## config.mk

```make
export PLATFORM = sky130hd
export DESIGN_NAME = bmf_regs
export DESIGN_NICKNAME = d
export VERILOG_FILES = /design/src/rtl/core/binary_morphology_filter_assert.svh /design/src/rtl/core/bmf_pkg.sv /design/src/rtl/core/bmf_regs.sv
export SDC_FILE = /design/constraint.sdc
export NUM_CORES = 1
export LEC_CHECK = 0
export CORE_MARGIN = 2
export CORE_UTILIZATION = 65
export CTS_CLUSTER_DIAMETER = 80
export DETAILED_ROUTE_END_ITERATION = 8
export DONT_BUFFER_PORTS = 1
export PLACE_DENSITY = 0.79
export SYNTH_ARGS = -nofsm -noshare
export SYNTH_HDL_FRONTEND = slang
export SYNTH_SLANG_ARGS = --single-unit
```

## constraint.sdc

```tcl
create_clock -name clk_i -period 3.3 [get_ports clk_i]
set_input_delay 0.33 -clock clk_i [delete_from_list [all_inputs] [get_ports clk_i]]
set_output_delay 0.33 -clock clk_i [all_outputs]
set_load 0.02 [all_outputs]
```

## src/rtl/core/binary_morphology_filter_assert.svh

```systemverilog
// assertion macros shared by the morphology filter rtl
// expects clk_i and rst_ni in the scope where a macro is used
`ifndef BINARY_MORPHOLOGY_FILTER_ASSERT_SVH
`define BINARY_MORPHOLOGY_FILTER_ASSERT_SVH

// same-cycle implication
`define BMF_ASSERT_IMPL(name, ante, cons, msg) \
  name: assert property (@(posedge clk_i) disable iff (!rst_ni) (ante) |-> (cons)) \
    else $error(msg);

// next-cycle implication
`define BMF_ASSERT_NEXT(name, ante, cons, msg) \
  name: assert property (@(posedge clk_i) disable iff (!rst_ni) (ante) |=> (cons)) \
    else $error(msg);

`endif

```

## src/rtl/core/bmf_pkg.sv

```systemverilog
// shared types, constants and helpers of the binary morphology filter
// no dependencies
package bmf_pkg;

  localparam int unsigned DEF_MAX_WIDTH  = 1024;
  localparam int unsigned DEF_MAX_STAGES = 4;

  localparam int unsigned PIX_W     = 8;
  localparam int unsigned CW        = 11;  // row and column cursors
  localparam int unsigned APB_AW    = 5;
  localparam int unsigned APB_DW    = 32;
  localparam int unsigned REG_IDX_W = 3;

  typedef logic [PIX_W-1:0] pix_t;
  typedef logic [CW-1:0]    coord_t;

  // operation field
  localparam logic OP_PUSH = 1'b0;

  // morph_mode codes
  localparam logic [1:0] MODE_ERODE  = 2'd0;
  localparam logic [1:0] MODE_DILATE = 2'd1;
  localparam logic [1:0] MODE_OPEN   = 2'd2;
  localparam logic [1:0] MODE_CLOSE  = 2'd3;

  // register indexes
  localparam logic [REG_IDX_W-1:0] REG_WIDTH  = 3'd0;
  localparam logic [REG_IDX_W-1:0] REG_HEIGHT = 3'd1;
  localparam logic [REG_IDX_W-1:0] REG_MODE   = 3'd2;
  localparam logic [REG_IDX_W-1:0] REG_LARGE  = 3'd3;
  localparam logic [REG_IDX_W-1:0] REG_BORDER = 3'd4;

  // register reset values
  localparam coord_t     RST_WIDTH  = 11'd640;
  localparam coord_t     RST_HEIGHT = 11'd480;
  localparam logic [1:0] RST_MODE   = MODE_ERODE;
  localparam logic       RST_LARGE  = 1'b0;
  localparam pix_t       RST_BORDER = 8'd0;

  // frame geometry and border seen by every stage
  typedef struct packed {
    coord_t wm1;     // last column index
    coord_t hm1;     // last row index
    pix_t   border;
    logic   clear;   // geometry or mode write, restart cursors
  } cfg_t;

  // one pixel beat between stages
  typedef struct packed {
    logic has;
    pix_t pix;
    logic last;
  } beat_t;

  function automatic pix_t combine3(pix_t a, pix_t b, pix_t c, logic use_and);
    return use_and ? (a & b & c) : (a | b | c);
  endfunction

  function automatic logic [2:0] stage_count(logic [1:0] mode, logic large_size);
    logic [2:0] n;
    n = large_size ? 3'd2 : 3'd1;
    return (mode == MODE_OPEN || mode == MODE_CLOSE) ? (n << 1) : n;
  endfunction

  function automatic logic stage_and(logic [1:0] mode, logic large_size, logic [2:0] idx);
    logic [2:0] n;
    logic       r;
    n = large_size ? 3'd2 : 3'd1;
    case (mode)
      MODE_ERODE:  r = 1'b1;
      MODE_DILATE: r = 1'b0;
      MODE_OPEN:   r = (idx < n);
      default:     r = (idx >= n);  // closing
    endcase
    return r;
  endfunction

endpackage

```

## src/rtl/core/bmf_regs.sv

```systemverilog
// apb configuration registers and derived frame geometry
// depends on bmf_pkg
module bmf_regs #(
  parameter int unsigned MAX_WIDTH = bmf_pkg::DEF_MAX_WIDTH
) (
  input  logic                         clk_i,
  input  logic                         rst_ni,
  input  logic                         psel,
  input  logic                         penable,
  input  logic                         pwrite,
  input  logic [bmf_pkg::APB_AW-1:0]   paddr,
  input  logic [bmf_pkg::APB_DW-1:0]   pwdata,
  output logic [bmf_pkg::APB_DW-1:0]   prdata,
  output logic                         pready,
  output bmf_pkg::cfg_t                cfg_o,
  output logic [1:0]                   morph_mode_o,
  output logic                         large_size_o
);
  import bmf_pkg::*;

  localparam int unsigned WCAP    = (MAX_WIDTH > (2**CW - 1)) ? (2**CW - 1) : MAX_WIDTH;
  localparam coord_t      WCAP_M1 = coord_t'(WCAP - 1);

  coord_t     width_q, height_q;
  logic [1:0] mode_q;
  logic       large_q;
  pix_t       border_q;
  logic       clear_q, clear_d;
  logic       wr;
  logic [REG_IDX_W-1:0] idx;

  assign pready = 1'b1;
  assign wr     = psel && penable && pwrite;
  assign idx    = paddr[APB_AW-1:2];

  always_comb begin
    clear_d = 1'b0;
    if (wr) begin
      unique case (idx)
        REG_WIDTH, REG_HEIGHT, REG_MODE, REG_LARGE: clear_d = 1'b1;
        default: clear_d = 1'b0;
      endcase
    end
  end

  always_ff @(posedge clk_i or negedge rst_ni) begin
    if (!rst_ni) begin
      width_q  <= RST_WIDTH;
      height_q <= RST_HEIGHT;
      mode_q   <= RST_MODE;
      large_q  <= RST_LARGE;
      border_q <= RST_BORDER;
      clear_q  <= 1'b0;
    end else begin
      clear_q <= clear_d;
      if (wr) begin
        unique case (idx)
          REG_WIDTH:  width_q  <= pwdata[CW-1:0];
          REG_HEIGHT: height_q <= pwdata[CW-1:0];
          REG_MODE:   mode_q   <= pwdata[1:0];
          REG_LARGE:  large_q  <= pwdata[0];
          REG_BORDER: border_q <= pwdata[PIX_W-1:0];
          default: ;
        endcase
      end
    end
  end

  always_comb begin
    unique case (idx)
      REG_WIDTH:  prdata = APB_DW'(width_q);
      REG_HEIGHT: prdata = APB_DW'(height_q);
      REG_MODE:   prdata = APB_DW'(mode_q);
      REG_LARGE:  prdata = APB_DW'(large_q);
      REG_BORDER: prdata = APB_DW'(border_q);
      default:    prdata = '0;
    endcase
  end

  // zero width acts as one, widths past the line store saturate
  always_comb begin
    if (width_q == '0) begin
      cfg_o.wm1 = '0;
    end else if (width_q > coord_t'(WCAP)) begin
      cfg_o.wm1 = WCAP_M1;
    end else begin
      cfg_o.wm1 = width_q - coord_t'(1);
    end
    cfg_o.hm1    = (height_q == '0) ? '0 : height_q - coord_t'(1);
    cfg_o.border = border_q;
    cfg_o.clear  = clear_d;
  end

  assign morph_mode_o = mode_q;
  assign large_size_o = large_q;

  // clear_q only marks the cycle after a restart, used by nothing but readers of timing
  logic unused_clear;
  assign unused_clear = clear_q;

endmodule

```

==> summary.md, run 1 <==
* initial antenna violation count: 0
* worst slew margin relative to its limit: 38.24%
* Ports: 109
* post-synthesis xor/xnor area fraction: 1.908%
* final sum of negative setup slack: 0 ns
* Wirelength per Cell: 16.65 µm
* stage delay of the slowest cell on the critical path: 0.51 ns
* x dimension of the die: 63.42 µm
* min-delay worst type: primary input to flip-flop
* final non-filler cell total: 285
* flop and latch count out of synthesis: 33
* largest family of logic cells by synthesized area: multiplexers
* total CTS buffers: 5
* share of synthesized cell area in and, or, nand and nor gates: 16.96%
* final hold violation count: 0
* most common cell after layout, fill and taps aside: sky130_fd_sc_hd__mux2_2
* number of placement rows: 21
* half-perimeter wire length of the detailed placement result: 3532 µm
* routed via count: 1,703
* library cell contributing the largest single delay on the critical path: sky130_fd_sc_hd__or3b_2
* fraction of layout instances using a drive strength above 1: 23.01%
* count of flip-flops with a built-in enable after synthesis: 0
* status: finished clean
* start of the worst register-to-register path: width_q[10]
* H-tree depth: 2
* final worst clock skew: 0 ns
* Clk Latency, worst-skew pair: 0.33 ns
* number of gates resized after CTS: 0
* DRC viols: 0
* ANT nets after route: 0
* Core Area: 3363 µm²
* static leakage: 1.051 nW
* aggregate global routing overflow: 0
* area enclosed by the die boundary: 4021 µm²
* reg2reg setup slack: 2.32 ns
* largest cells by area after synthesis: sky130_fd_sc_hd__dfrtp_1 29%, sky130_fd_sc_hd__mux2_2 17%, sky130_fd_sc_hd__buf_4 8.2%, sky130_fd_sc_hd__dfstp_2 6.9%, sky130_fd_sc_hd__mux2i_1 4.8%
* number of placed instances with taps included: 275
* library cell with the largest summed area after synthesis: sky130_fd_sc_hd__dfrtp_1
* average footprint of a synthesized cell: 9.443 µm²
* slew at the pin closest to its max-slew limit: 0.9229 ns
* quantity of hold-fixing buffers added after cts: 2
* Total Wirelength: 4744 µm
* CP Capture Type: primary output
* final setup violation count: 0
* asr flop ratio synth: 100.0%
* origin of the worst min-delay path: pwdata[9]
* height of the chip: 63.42 µm
* number of global-route vias before repair: 1,701
* maximum ir drop on the vdd rail: 0.3484 mV
* post-synthesis adder-cell area fraction: 1.636%
* yosys synthesis warning count: 0
* root buffer cell: sky130_fd_sc_hd__clkbuf_4
* buffers inserted by post-CTS timing repair: 0
* portion of synthesized cell area occupied by the leading cell type: 29.44%
* worst hold path stage count: 1
* clock tree from TritonCTS: built
* gate count of the mapped netlist: 243
* unrepaired setup endpoints after global routing: false
* endpoint of the lowest-slack register-to-register path: width_q[10]
* Worst R2R Path Depth: 1
* initial detailed-routing violation count: 43
* commonest non-fill, non-tap cells in the layout: 34 x sky130_fd_sc_hd__mux2_2, 29 x sky130_fd_sc_hd__nor2_1, 27 x sky130_fd_sc_hd__dfrtp_1
* Area growth syn-to-layout: 1.145%
* quantity of I/O buffers inserted on ports: 0
* starting density of the core: 68.23%
* aggregate global-route resource usage: 26.32%
* worst path cell trace: inv_1 > ha_1 > or3b_2 > or3_2 > o21ai_1
* share of the yosys chip area belonging to registers: 36.31%
* Pwr Density: 671.0 nW/µm²
* largest buffer count on any clock path: 2
* number of nets at the end of the flow: 283
* post-DR vias/cell: 5.975
* drt first pass iters: 4
* wire length of the first global-routing pass: 8211 µm
* max cap viols: 0
* fill cell instance count of the final layout: 277
* end of the worst hold path: width_q[9]
* Clock Sinks: 33
* crit share post-route: 81.83%
* post-synthesis compound-gate area fraction: 8.942%
* post-synthesis instance area: 2295 µm²
* share of cell area taken by muxes after synthesis: 22.46%
* Final Max Tran Viols: 0
* largest net degree at the start of global routing: 34
* distinct cell type count after synthesis: 46
* Worst-path clk slew: 0.10 ns
* final period demand of the worst path: 2.700 ns
* primary flip-flop cell chosen by synthesis mapping: sky130_fd_sc_hd__dfrtp_1
* arrival time at the worst endpoint: 2.37 ns
* Routability Congestion: 0.8803
* type of element launching the critical path: flip-flop
* Crit path required time: 2.97 ns
* crit path kind: flip-flop to primary output
* Ant. Diodes: 0
* crit-path max FO: 6
* Max Freq: 370.3 MHz
worst max-delay path: cells and delay by family (launching register included):
family | cells | cell delay (ns)
flops | 1 | 0.45
compound gates | 1 | 0.36
simple gates | 2 | 0.94
fa+ha+maj | 1 | 0.18
buf+inv | 1 | 0.10
cell type report:
type,count,area (µm²),area share [%]
inverters,8,30.03,1.294
well taps,46,57.56,2.480
clock inverters,1,30.03,1.294
flip-flops and latches,33,833.3,35.90
repair buffers,3,37.54,1.617
clock buffers,7,55.05,2.372
multi-input cells,187,1277,55.04
worst max path at each step:
stage / from / endpoint / slack [ns] / cells past startpoint
2_1_floorplan: height_q[0] / cfg_o[17] / 1.08 / 5
3_3_place_gp: height_q[0] / cfg_o[17] / 1.00 / 5
3_5_place_dp: height_q[0] / cfg_o[17] / 0.96 / 5
4_1_cts: height_q[0] / cfg_o[17] / 0.59 / 5
5_1_grt: height_q[0] / cfg_o[14] / 0.34 / 6
6_report: height_q[0] / cfg_o[17] / 0.60 / 5
flip-flops by register name, indices dropped and copies added (netlist names):
| name | cells |
|---|---|
| border_q | 8 |
| height_q | 11 |
| large_size_o | 1 |
| morph_mode_o | 2 |
| width_q | 11 |
stage by stage:
step	hold slack, ns	instance area, µm²	total power [mW]	util (%)	setup slack, ns
after global placement	0.03521	2206	1.225	65.59	1.000
after detailed placement	0.03497	2206	1.239	65.59	0.9621
after CTS	0.1251	2321	1.566	69.01	0.5873
final	0.1365	2321	1.557	69.01	0.5997
after global routing	0.1037	2321	1.668	69.01	0.3372
after floorplan	0.03441	2374	1.174	-	1.080
where the power goes:
| part | total, mW | leakage (nW) | internal, mW | switching, mW |
|---|---|---|---|---|
| sequential | 0.648 | 0.408 | 0.494 | 0.155 |
| clock | 0.315 | 0.0455 | 0.181 | 0.134 |
| combinational | 0.594 | 0.598 | 0.220 | 0.373 |
| total | 1.56 | 1.05 | 0.895 | 0.662 |
synthesized netlist by cell type (3+ instances only):
cell	number
sky130_fd_sc_hd__buf_4	25
sky130_fd_sc_hd__o21ai_0	8
sky130_fd_sc_hd__or3_1	3
sky130_fd_sc_hd__nor4_1	5
sky130_fd_sc_hd__a21oi_1	13
sky130_fd_sc_hd__clkbuf_1	5
sky130_fd_sc_hd__xnor2_1	4
sky130_fd_sc_hd__mux2i_1	11
sky130_fd_sc_hd__nor2b_1	3
sky130_fd_sc_hd__dfstp_2	6
sky130_fd_sc_hd__nor3_1	7
sky130_fd_sc_hd__mux2_2	34
sky130_fd_sc_hd__nor2_1	29
sky130_fd_sc_hd__nand2_1	8
sky130_fd_sc_hd__nand3_1	8
sky130_fd_sc_hd__dfrtp_1	27
sky130_fd_sc_hd__buf_1	3
sky130_fd_sc_hd__inv_1	8
sky130_fd_sc_hd__ha_1	3
per-layer routing:
layer | global-route usage, % | part of all wire [%] | wire, µm | vias to the layer above
li1 | - | - | - | 812
met4 | 8.967 | 1.2 | 56 | 0
met1 | 33.02 | 40 | 1908 | 810
met5 | 0 | 0 | 0 | -
met3 | 7.679 | 8.6 | 408 | 5
met2 | 43.42 | 50 | 2371 | 76
kinds of logic after synthesis:
logic type                 Yosys count
AOI/OAI and AO/OA                   34
xor gates and xnor gates             5
adders and majority gates            3
buffers and inverters               44
DFF                                 33
muxes                               46
other                                2
and+or+nand+nor                     76
No activity file was read; power rests on OpenSTA's default activity.
==> inputs of run 2 (changes only) <==
Settings changed: CORE_UTILIZATION 65 to 63, PLACE_DENSITY 0.79 to 0.77.
Clock period 3.3 ns to 2.5 ns, I/O delays scaled along.
==> run 2 against run 1 <==
Compared with the run above:
- via count up 1.2%
- wire length up 2.2%
- register-to-register slack worse by 0.78 ns
- die area up 3.0%
- clock-buffer cell count unchanged
- total power up 32%
- critical path depth up 1
- sequential share of layout area down 0.96 points
- setup slack worse by 0.51 ns
- final area up 2.9%
- clock power up 8.6%
- critical path type unchanged
- largest power group unchanged
==> summary.md, run 2 (same netlist as run 1, synthesis figures left out) <==
* final period demand of the worst path: 2.415 ns
* ANT nets after route: 0, unchanged
* aggregate global routing overflow: 0, unchanged
* static leakage: 1.089 nW, was 1.051 nW
* arrival time at the worst endpoint: 2.16 ns, was 2.37 ns
* H-tree depth: 2, unchanged
* wire length of the first global-routing pass: 8059 µm, was 8211 µm
* number of placed instances with taps included: 282, was 275
* largest buffer count on any clock path: 2, unchanged
* crit path kind: flip-flop to primary output, unchanged
* Routability Congestion: 0.8749, was 0.8803
* Wirelength per Cell: 16.55 µm, was 16.65 µm
* Worst R2R Path Depth: 1, unchanged
* Clock Sinks: 33, unchanged
* Final Max Tran Viols: 0, unchanged
* final setup violation count: 0, unchanged
* start of the worst register-to-register path: width_q[10], unchanged
* Core Area: 3416 µm², was 3363 µm²
* stage delay of the slowest cell on the critical path: 0.45 ns, was 0.51 ns
* fill cell instance count of the final layout: 276, was 277
* Ports: 109, unchanged
* Max Freq: 414.1 MHz
* type of element launching the critical path: flip-flop, unchanged
* top cell family by delay on the critical path: simple AND/OR/NAND/NOR gates, unchanged
* starting density of the core: 67.18%, was 68.23%
* x dimension of the die: 64.35 µm, was 63.42 µm
* worst path bufs/invs: 2, was 1
* Area growth syn-to-layout: 4.089%, was 1.145%
* largest net degree at the start of global routing: 34, unchanged
* Clk Latency, worst-skew pair: 0.33 ns, about the same
* most common cell after layout, fill and taps aside: sky130_fd_sc_hd__mux2_2, unchanged
* root buffer cell: sky130_fd_sc_hd__clkbuf_4, unchanged
* crit-path max FO: 6, unchanged
* fraction of layout instances using a drive strength above 1: 27.94%, was 23.01%
* final worst clock skew: 0 ns, unchanged
* top flop regs: height_q x11, width_q x11, border_q x8, unchanged
* endpoint of the lowest-slack register-to-register path: width_q[10], unchanged
* area enclosed by the die boundary: 4141 µm², was 4021 µm²
* DRC viols: 0, unchanged
* post-detailed-placement cell area: 2258 µm², was 2206 µm²
* end of the worst hold path: border_q[4], was width_q[9]
* worst slew margin relative to its limit: 48.72%, was 38.24%
* max cap viols: 0, unchanged
* final design instance area without fill: 2389 µm², was 2321 µm²
* crit share post-route: 96.59%
* Worst-path clk slew: 0.10 ns, about the same
* Ant. Diodes: 0, unchanged
* worst hold path stage count: 1, unchanged
* Pwr Density: 858.6 nW/µm², was 671.0 nW/µm²
* reg2reg setup slack: 1.54 ns, was 2.32 ns
* initial detailed-routing violation count: 57, was 43
* number of nets at the end of the flow: 291, was 283
* final non-filler cell total: 293, was 285
* clock tree from TritonCTS: built, unchanged
* Crit path required time: 2.25 ns, was 2.97 ns
* half-perimeter wire length of the detailed placement result: 3555 µm, was 3532 µm
* final cell utilization of the core: 69.93%, was 69.01%
* CP Capture Type: primary output, unchanged
* drt first pass iters: 4, unchanged
* final hold violation count: 0, unchanged
* number of placement rows: 21, unchanged
* Total Wirelength: 4848 µm, was 4744 µm
* aggregate global-route resource usage: 25.82%, was 26.32%
* slew at the pin closest to its max-slew limit: 0.7668 ns, was 0.9229 ns
* number of global-route vias before repair: 1,649, was 1,701
* library cell contributing the largest single delay on the critical path: sky130_fd_sc_hd__dfrtp_2, was sky130_fd_sc_hd__or3b_2
* post-DR vias/cell: 5.884, was 5.975
* status: finished clean, unchanged
* cell count along the critical path: 6, was 5
* worst path cell trace: inv_1 > ha_2 > or3b_4 > or3_2 > o21ai_1 > buf_4, was inv_1 > ha_1 > or3b_2 > or3_2 > o21ai_1
* maximum ir drop on the vdd rail: 0.5800 mV, was 0.3484 mV
* routed via count: 1,724, was 1,703
* quantity of I/O buffers inserted on ports: 0, unchanged
* height of the chip: 64.35 µm, was 63.42 µm
* origin of the worst min-delay path: pwdata[4], was pwdata[9]
* commonest non-fill, non-tap cells in the layout: 34 x sky130_fd_sc_hd__mux2_2, 29 x sky130_fd_sc_hd__nor2_1, 26 x sky130_fd_sc_hd__dfrtp_1, was 34 x sky130_fd_sc_hd__mux2_2, 29 x sky130_fd_sc_hd__nor2_1, 27 x sky130_fd_sc_hd__dfrtp_1
* initial antenna violation count: 0, unchanged
* total CTS buffers: 5, unchanged
* min-delay worst type: primary input to flip-flop, unchanged
## run 2: changes by cell type in the layout (fill, tap and decap cells not counted), sizes merged
cell	delta
bufinv	-1
buf	+8
clkinv	+1
## run 2: worst max path at each step
stage | to | startpoint | slack, ns
floorplan | cfg_o[17] | height_q[0] | 0.36
CTS | cfg_o[17] | height_q[0] | 0.08
global placement | cfg_o[17] | height_q[0] | 0.36
finish | cfg_o[17] | height_q[0] | 0.09
detailed placement | cfg_o[17] | height_q[0] | 0.34
global route | cfg_o[17] | height_q[0] | -0.001
## run 2: what timing repair did
action                                  CTS  global route
hold buffers                              2             0
hold endpoints to repair                 33             0
pin swaps                                 0             0
endpoints found under the setup margin    1             5
resized for setup                         2             4
gates cloned                              0             0
setup buffers                             0             1
## run 2: per-layer routing
| metal | global-route usage (%) | share of wire [%] |
|---|---|---|
| met5 | 0 | 0 |
| met2 | 40.23 | 46 |
| met1 | 32.19 | 43 |
| met4 | 11.17 | 2.7 |
| met3 | 9.507 | 8.4 |
## run 2: area by class of cell
class                   count  area, µm²  area share (%)
clock buffers               7      65.06           2.724
clock inverters             1      5.005          0.2095
inverters                   8      30.03           1.257
multi-input cells         187       1299           54.37
flip-flops and latches     33      834.6           34.94
well taps                  46      57.56           2.410
repair buffers             11      97.59           4.086
## run 2: report_power, final
part / total (mW) / internal, mW / leakage [nW] / switching [mW]
clock: 0.342 / 0.163 / 0.0413 / 0.179
combinational: 0.852 / 0.346 / 0.641 / 0.505
sequential: 0.858 / 0.652 / 0.407 / 0.205
total: 2.05 / 1.16 / 1.09 / 0.889
## run 2: metrics by stage
stage	power, mW	setup WS [ns]	hold slack (ns)	setup TNS [ns]
floorplan	1.549	0.3596	-0.04559	0
global placement	1.667	0.3634	-0.04408	0
detailed placement	1.683	0.3445	-0.04418	0
CTS	2.048	0.07729	0.04138	0
global route	2.201	-0.0009712	0.02142	-0.0009903
finish	2.051	0.08517	0.05718	0
